--- config.mk ---
export PLATFORM = sky130hd
export DESIGN_NAME = pei_sqrt
export DESIGN_NICKNAME = d
export VERILOG_FILES = /design/src/design/pei_pkg.sv /design/src/design/pei_sqrt.sv
export SDC_FILE = /design/constraint.sdc
export NUM_CORES = 2
export LEC_CHECK = 0
export ABC_CLOCK_PERIOD_IN_PS = 8000
export BUFFER_PORTS_ARGS = -buffer_cell sky130_fd_sc_hd__buf_2
export CAP_MARGIN = 10
export CORE_ASPECT_RATIO = 1.5
export CORE_MARGIN = 2
export CORE_UTILIZATION = 50
export CTS_BUF_LIST = sky130_fd_sc_hd__clkbuf_8
export CTS_CLUSTER_SIZE = 16
export DETAILED_ROUTE_END_ITERATION = 8
export PLACE_DENSITY_LB_ADDON = 0.12
export SYNTH_ARGS = -nofsm -noshare
export SYNTH_HDL_FRONTEND = slang
export SYNTH_SLANG_ARGS = --single-unit
--- constraint.sdc ---
create_clock -name clk -period 8 [get_ports clk]
set_input_delay 1.6 -clock clk [delete_from_list [all_inputs] [get_ports clk]]
set_output_delay 1.6 -clock clk [all_outputs]
set_load 0.01 [all_outputs]
--- src/design/pei_pkg.sv ---
// ----------------------------------------------------------------------------
// pei_pkg
// constants, codes, table and types shared by the optimal input pipeline
// ----------------------------------------------------------------------------
package pei_pkg;

  localparam int FRAC_BITS    = 16;
  localparam int CORDIC_STEPS = 18;

  localparam int SHIFT      = 30 - FRAC_BITS;
  localparam int MOD_STEPS  = 29 - FRAC_BITS;
  localparam int ABS_W      = 32 + SHIFT;
  localparam int CS_W       = FRAC_BITS + 4;
  localparam int CORDIC_LAT = MOD_STEPS + CORDIC_STEPS + 4;
  localparam int SQRT_LAT   = 32;
  localparam int DIV_LAT    = 31;
  localparam int NUM_END    = 2 + SQRT_LAT;
  localparam int TOTAL_LAT  = 2 + SQRT_LAT + DIV_LAT;
  localparam int SB_BASE    = CORDIC_LAT + 2;

  localparam logic signed [34:0] Q30_PI      = 35'sd3373259426;
  localparam logic signed [34:0] Q30_HALF_PI = 35'sd1686629713;
  localparam logic signed [34:0] Q30_TWO_PI  = 35'sd6746518852;
  localparam logic signed [34:0] Q30_GAIN    = 35'sd652032874;

  localparam logic [1:0] MODE_DEFAULT = 2'd0;
  localparam logic [1:0] MODE_MAX     = 2'd1;
  localparam logic [1:0] MODE_MIN     = 2'd2;
  localparam logic [1:0] MODE_UNKNOWN = 2'd3;

  localparam int CFG_IDX_W = 4;
  localparam logic [CFG_IDX_W-1:0] REG_TURN_LIMIT_A  = 4'd0;
  localparam logic [CFG_IDX_W-1:0] REG_SPEED_LOW_A   = 4'd1;
  localparam logic [CFG_IDX_W-1:0] REG_SPEED_HIGH_A  = 4'd2;
  localparam logic [CFG_IDX_W-1:0] REG_TURN_LIMIT_B  = 4'd3;
  localparam logic [CFG_IDX_W-1:0] REG_SPEED_LOW_B   = 4'd4;
  localparam logic [CFG_IDX_W-1:0] REG_SPEED_HIGH_B  = 4'd5;
  localparam logic [CFG_IDX_W-1:0] REG_POS_DIST_SUM  = 4'd6;
  localparam logic [CFG_IDX_W-1:0] REG_HEAD_DIST_SUM = 4'd7;

  typedef struct packed {
    logic signed [31:0] speed_a;
    logic signed [31:0] turn_a;
    logic signed [31:0] turn_b;
    logic signed [31:0] dist_head;
    logic               mx_b;
    logic               neg_x;
    logic               neg_y;
    logic               zero;
    logic [1:0]         err;
  } side_t;

  function automatic logic signed [34:0] atan_q30(input int i);
    logic signed [34:0] v;
    case (i)
      0:  v = 35'sd843314857;
      1:  v = 35'sd497837829;
      2:  v = 35'sd263043837;
      3:  v = 35'sd133525159;
      4:  v = 35'sd67021687;
      5:  v = 35'sd33543516;
      6:  v = 35'sd16775851;
      7:  v = 35'sd8388437;
      8:  v = 35'sd4194283;
      9:  v = 35'sd2097149;
      10: v = 35'sd1048575;
      11: v = 35'sd524287;
      12: v = 35'sd262143;
      13: v = 35'sd131071;
      14: v = 35'sd65535;
      15: v = 35'sd32767;
      16: v = 35'sd16383;
      17: v = 35'sd8191;
      18: v = 35'sd4095;
      19: v = 35'sd2047;
      20: v = 35'sd1023;
      21: v = 35'sd511;
      22: v = 35'sd255;
      23: v = 35'sd127;
      24: v = 35'sd63;
      25: v = 35'sd31;
      26: v = 35'sd15;
      27: v = 35'sd7;
      28: v = 35'sd3;
      29: v = 35'sd1;
      default: v = 35'sd0;
    endcase
    return v;
  endfunction

endpackage

--- src/design/pei_sqrt.sv ---
// ----------------------------------------------------------------------------
// pei_sqrt
// pipelined integer square root, one root bit a stage
// ----------------------------------------------------------------------------
module pei_sqrt import pei_pkg::*; (
  input  logic        clk,
  input  logic        en,
  input  logic [63:0] sq,
  output logic [31:0] root
);

  logic [63:0] rem [SQRT_LAT];
  logic [63:0] acc [SQRT_LAT];

  for (genvar k = 0; k < SQRT_LAT; k++) begin : g_st
    localparam logic [63:0] BIT = 64'(1) << (62 - 2 * k);
    logic [63:0] rin, ain, trial;
    if (k == 0) begin : g_first
      assign rin = sq;
      assign ain = '0;
    end else begin : g_next
      assign rin = rem[k-1];
      assign ain = acc[k-1];
    end
    assign trial = ain + BIT;
    always_ff @(posedge clk) begin
      if (en) begin
        if (rin >= trial) begin
          rem[k] <= rin - trial;
          acc[k] <= (ain >> 1) + BIT;
        end else begin
          rem[k] <= rin;
          acc[k] <= ain >> 1;
        end
      end
    end
  end

  assign root = acc[SQRT_LAT-1][31:0];

endmodule

# After elaboration in Yosys (flattened, before gate mapping)
# Memories as Yosys holds them, arrays and structs flattened.
# Cells that the tools add are included.
# word_totals
in_bits	66
elab_cells	448
ff_bits	0
latchBits	0
output_inout_bits	32
mem_bits_rw	4096
mem_bits_ro	0
mem_count	2
# classes
reduce_logical	0
bitwise	64
div	0
n_shift	0
muxes	256
multipliers	0
n_eq_ne	0
order_cmp	32
n_addsub	94
# mem_list
name	words	width	rd	rd_ports_with_merged_regs	write_ports	line	source
acc	32	64	32	0	32	pei_sqrt.sv:13	logic [63:0] acc [SQRT_LAT];
rem	32	64	31	0	32	pei_sqrt.sv:12	logic [63:0] rem [SQRT_LAT];
# op_table
cell	count
64-bit two-way mux	64
64-bit greater-or-equal comparator	31
64-bit subtractor	31
1-bit two-way mux	192
63-bit by 1-bit adder with 64-bit output (second input constant)	1
63-bit by 11-bit adder with 64-bit output (second input constant)	1
63-bit by 13-bit adder with 64-bit output (second input constant)	1
63-bit by 15-bit adder with 64-bit output (second input constant)	1
63-bit by 17-bit adder with 64-bit output (second input constant)	1
63-bit by 19-bit adder with 64-bit output (second input constant)	1
63-bit by 21-bit adder with 64-bit output (second input constant)	1
63-bit by 23-bit adder with 64-bit output (second input constant)	1
63-bit by 25-bit adder with 64-bit output (second input constant)	1
63-bit by 27-bit adder with 64-bit output (second input constant)	1
63-bit by 29-bit adder with 64-bit output (second input constant)	1
63-bit by 3-bit adder with 64-bit output (second input constant)	1
63-bit by 31-bit adder with 64-bit output (second input constant)	1
63-bit by 33-bit adder with 64-bit output (second input constant)	1
63-bit by 35-bit adder with 64-bit output (second input constant)	1
63-bit by 37-bit adder with 64-bit output (second input constant)	1
63-bit by 39-bit adder with 64-bit output (second input constant)	1
63-bit by 41-bit adder with 64-bit output (second input constant)	1
63-bit by 43-bit adder with 64-bit output (second input constant)	1
63-bit by 45-bit adder with 64-bit output (second input constant)	1
other kinds (45)	108

# Longest topological paths before layout
# An unclocked memory read counts as a cell.
# logic_depth
ltp_word	7
ltp_mapped	15
depth_no_buf	13

# Worst setup path after synthesis
# No wires, ideal clock.
# synth_path
kind	input -> register
from	in en
to	mem acc[28][6] (netlist: acc[1][774]) (enable)
setup_slack_ns	2.534
path_stages	4
path_buffers	4
arrival_time_ns	4.981
cell_sequence	clkbuf_1 clkbuf_1 clkbuf_1 clkbuf_1
# synth_lines
item	line	source
start, declared	pei_sqrt.sv:7	input logic en,
end, declared	pei_sqrt.sv:13	

==> impl_metrics.yaml <==
worst_setup_path:
  path_class: "register to register"
  start_kind: "register"
  crit_fanout: 23
  reg2reg_from: "rem[1][305]"
  end_kind: "register"
  cp-startpoint: "rem[1][305]"
  worstPathRequired_ns: 8.68
  crit_slowest_cell: "a2111oi_4"
  crit_end: "rem[1][381]"
  r2r-end: "rem[1][381]"
  reg2reg_slack_ns: 3.10
  crit_arrival_ns: 5.59
  reg2reg_depth: 10
  cp_cell_sequence: "nor2_1 > or4b_1 > or4_1 > or4_1 > a2111oi_4 > buf_4 > nor2b_1 > or3b_2 > nor4_1 > xor2_1"
  slowest_delay_ns: 1.09
  crit_top_cell: "or4_1"
worst_hold_path:
  min_path_type: "register to register"
sta:
  fmax_mhz: 204
  setup_tns_ns: 0
  period_share_pct: 61.3
  clock_skew_ns: 0.103
  holdWs_ns: 0.421
  worst_pin_slew_ns: 1.26
  hold_viol_final: 0
  fin_crit_ns: 4.90
  setup_violations: 0
  slew_headroom_pct: 15.2
  drv_slew: 0
  rsz0062_at_grt: "no"
global_routing:
  grt_overflow: 0
  grt_pass1_wl_um: 485000
  grt_pass1_vias: 78300
  grt_max_degree: 173
  antenna_found_initial: 9
  grtUsageTotal_pct: 26.6
synthesis:
  ys_warn_count: 0
  synth_edf_count: 2512
  synth-seq-area-share_pct: 62.5
  synth_flop_cell: "edfxtp_1"
  syn_nets: 10300
  synth_seq_cells: 2512
  ys_types: 97
  synth_top_cell_by_area: "edfxtp_1"
  synthTopCellsByArea: "edfxtp_1 (63%), ha_1 (5.8%), xor2_1 (3.4%)"
  syn_area_per_cell_um2: 12.5
  synth_cells: 9643
  async_reset_ff_share_pct: 0
  synth_top_cell_area_share_pct: 62.5
  syn-cell-area_um2: 121000
drt:
  wl_met1_um: 116000
  totalWireLength_um: 329000
  met2_length_um: 175000
  dr_total_vias: 77600
  wl_met3_um: 14300
  drc: 0
  routedWlPerCell_um: 24.5
  drt-initial-drc-count: 5847
  antenna_left: 0
  top_layer: "met5"
  firstDrtPassIters: 6
  via_per_inst: 5.76
layout:
  n_fill_cell: 20100
  layout_commonest_cell: "edfxtp_1"
  synthToLayoutAreaGrowth_pct: 9.51
  mostFrequentLayoutCells: "edfxtp_1 (2,512), inv_1 (785), nand2_1 (695)"
  drive_gt1_share_pct: 7.91
  fin_nets: 10600
pwr:
  seq_power_share_pct: 50.2
  switching_share_pct: 30.7
  power.switching_uw: 11200
  p_int_uw: 25100
  combPwrFrac_pct: 21.0
  clkPwrFrac_pct: 28.8
  irDropWorstVdd_uv: 157
  powerDensity_nw_per_um2: 275
  cellLeakagePower_uw: 0.0498
clock_tree:
  clkTransAtPathRegs_ns: 0.06
  htreeDepth: 5
  post-cts-setup-buffers: 0
  ctsResizeCount: 0
  numCtsBuffers: 384
  cts_buffer_depth: 4
  insertion_delay_ns: 1.04
  root_buffer: "clkbuf_8"
  cts_tree: "done"
  cts_num_sinks: 2512
  postCtsHoldBufs: 0
floorplan:
  dieWidth_um: 405
  coreArea_um2: 240000
  num_rows: 220
  die_h_um: 606
  die-area_um2: 245000
  start_util_pct: 50.3
  ios: 98
placement:
  hpwl_um: 254000
  place.port_buffers: 97
  place_congestion: 0.965
flow_run:
  cap_violations: 0
status:
  status: "finished clean"
==> registers in the layout, summed over array words and instances (netlist names) <==
register  flops
rem        1984
acc         528
==> synthesized netlist by cell type, types with 53 or more instances <==
master       n
nor4_1     359
mux2_2      53
nand2b_1   112
xnor2_1    410
o21ai_0    537
inv_1      701
or4_1       59
nor2b_1     64
o21a_1     100
clkbuf_1   192
a21oi_1    532
nor2_1     556
a21o_1     242
or3_1      118
xor2_1     468
nand3_1    165
nand4_1    142
edfxtp_1  2512
nand2_1    695
nor3_1     257
ha_1       558
==> worst max-delay path: cells and delay by family (launching register included) <==
kind            cells  cell delay (ns)
flops               1             0.58
simple gates        7             2.38
xor+xnor            1             0.18
compound gates      1             1.09
buf+inv             1             0.40
==> final cells by class <==
| type | instances | area, um2 | share of cell area, % |
|---|---|---|---|
| sequential | 2512 | 75400 | 57.1 |
| multi-input combinational | 6182 | 41600 | 31.5 |
| clock buffer | 393 | 5410 | 4.09 |
| tap | 3219 | 4030 | 3.05 |
| inverter | 703 | 2640 | 2.00 |
| clock inverter | 282 | 1880 | 1.42 |
| timing repair buffer | 164 | 1110 | 0.841 |
| antenna | 8 | 20.0 | 0.0152 |
==> worst min path at each step <==
stage / from / end / cells after the start
6_report: rem[0][339] / rem[0][403] / 0
3_5_place_dp: rem[1][578] / rem[1][642] / 0
5_1_grt: rem[0][339] / rem[0][403] / 0
3_3_place_gp: rem[1][581] / rem[1][645] / 0
4_1_cts: rem[0][339] / rem[0][403] / 0
2_1_floorplan: rem[0][733] / rem[0][797] / 0
==> cell families after synthesis <==
group	after synthesis	share of synthesized area, %
AO/OA/AOI/OAI	1849	9.54
XOR/XNOR	878	6.37
adder cells (fa/ha/maj)	558	5.79
buffers and inverters	949	3.07
flip-flops	2512	62.5
multiplexers	65	0.594
AND/OR/NAND/NOR	2832	12.1
==> through the flow <==
| stage | area (um2) | cells | worst slack (ns) | total power [uW] | utilization (%) |
|---|---|---|---|---|---|
| finish | 132000 | 13500 | 3.10 | 36300 | 55.1 |
| global route | 132000 | 13500 | 2.84 | 38000 | 55.1 |
| global placement | 125000 | 12800 | 2.66 | 25900 | 52.0 |
| CTS | 132000 | 13500 | 3.05 | 36500 | 55.1 |
| detailed placement | 125000 | 12800 | 2.53 | 26000 | 52.1 |
| floorplan | 121000 | 9643 | 2.53 | 23400 | - |
==> layer usage <==
| layer | up-vias | track usage, % |
|---|---|---|
| li1 | 36700 | - |
| met1 | 38000 | 27.7 |
| met2 | 2080 | 49.5 |
| met3 | 820 | 3.87 |
| met5 | - | 0 |
| met4 | 6 | 17.1 |
==> power groups by stage <==
stage	Combinational (uW)	Clock [uW]	Sequential (uW)
after floorplan	5730	0	17600
after global placement	7460	0	18500
after detailed placement	7570	0	18500
after CTS	7620	10700	18200
after global routing	8470	11200	18300
final	7630	10400	18200
Power figures use the tool's default switching activity.
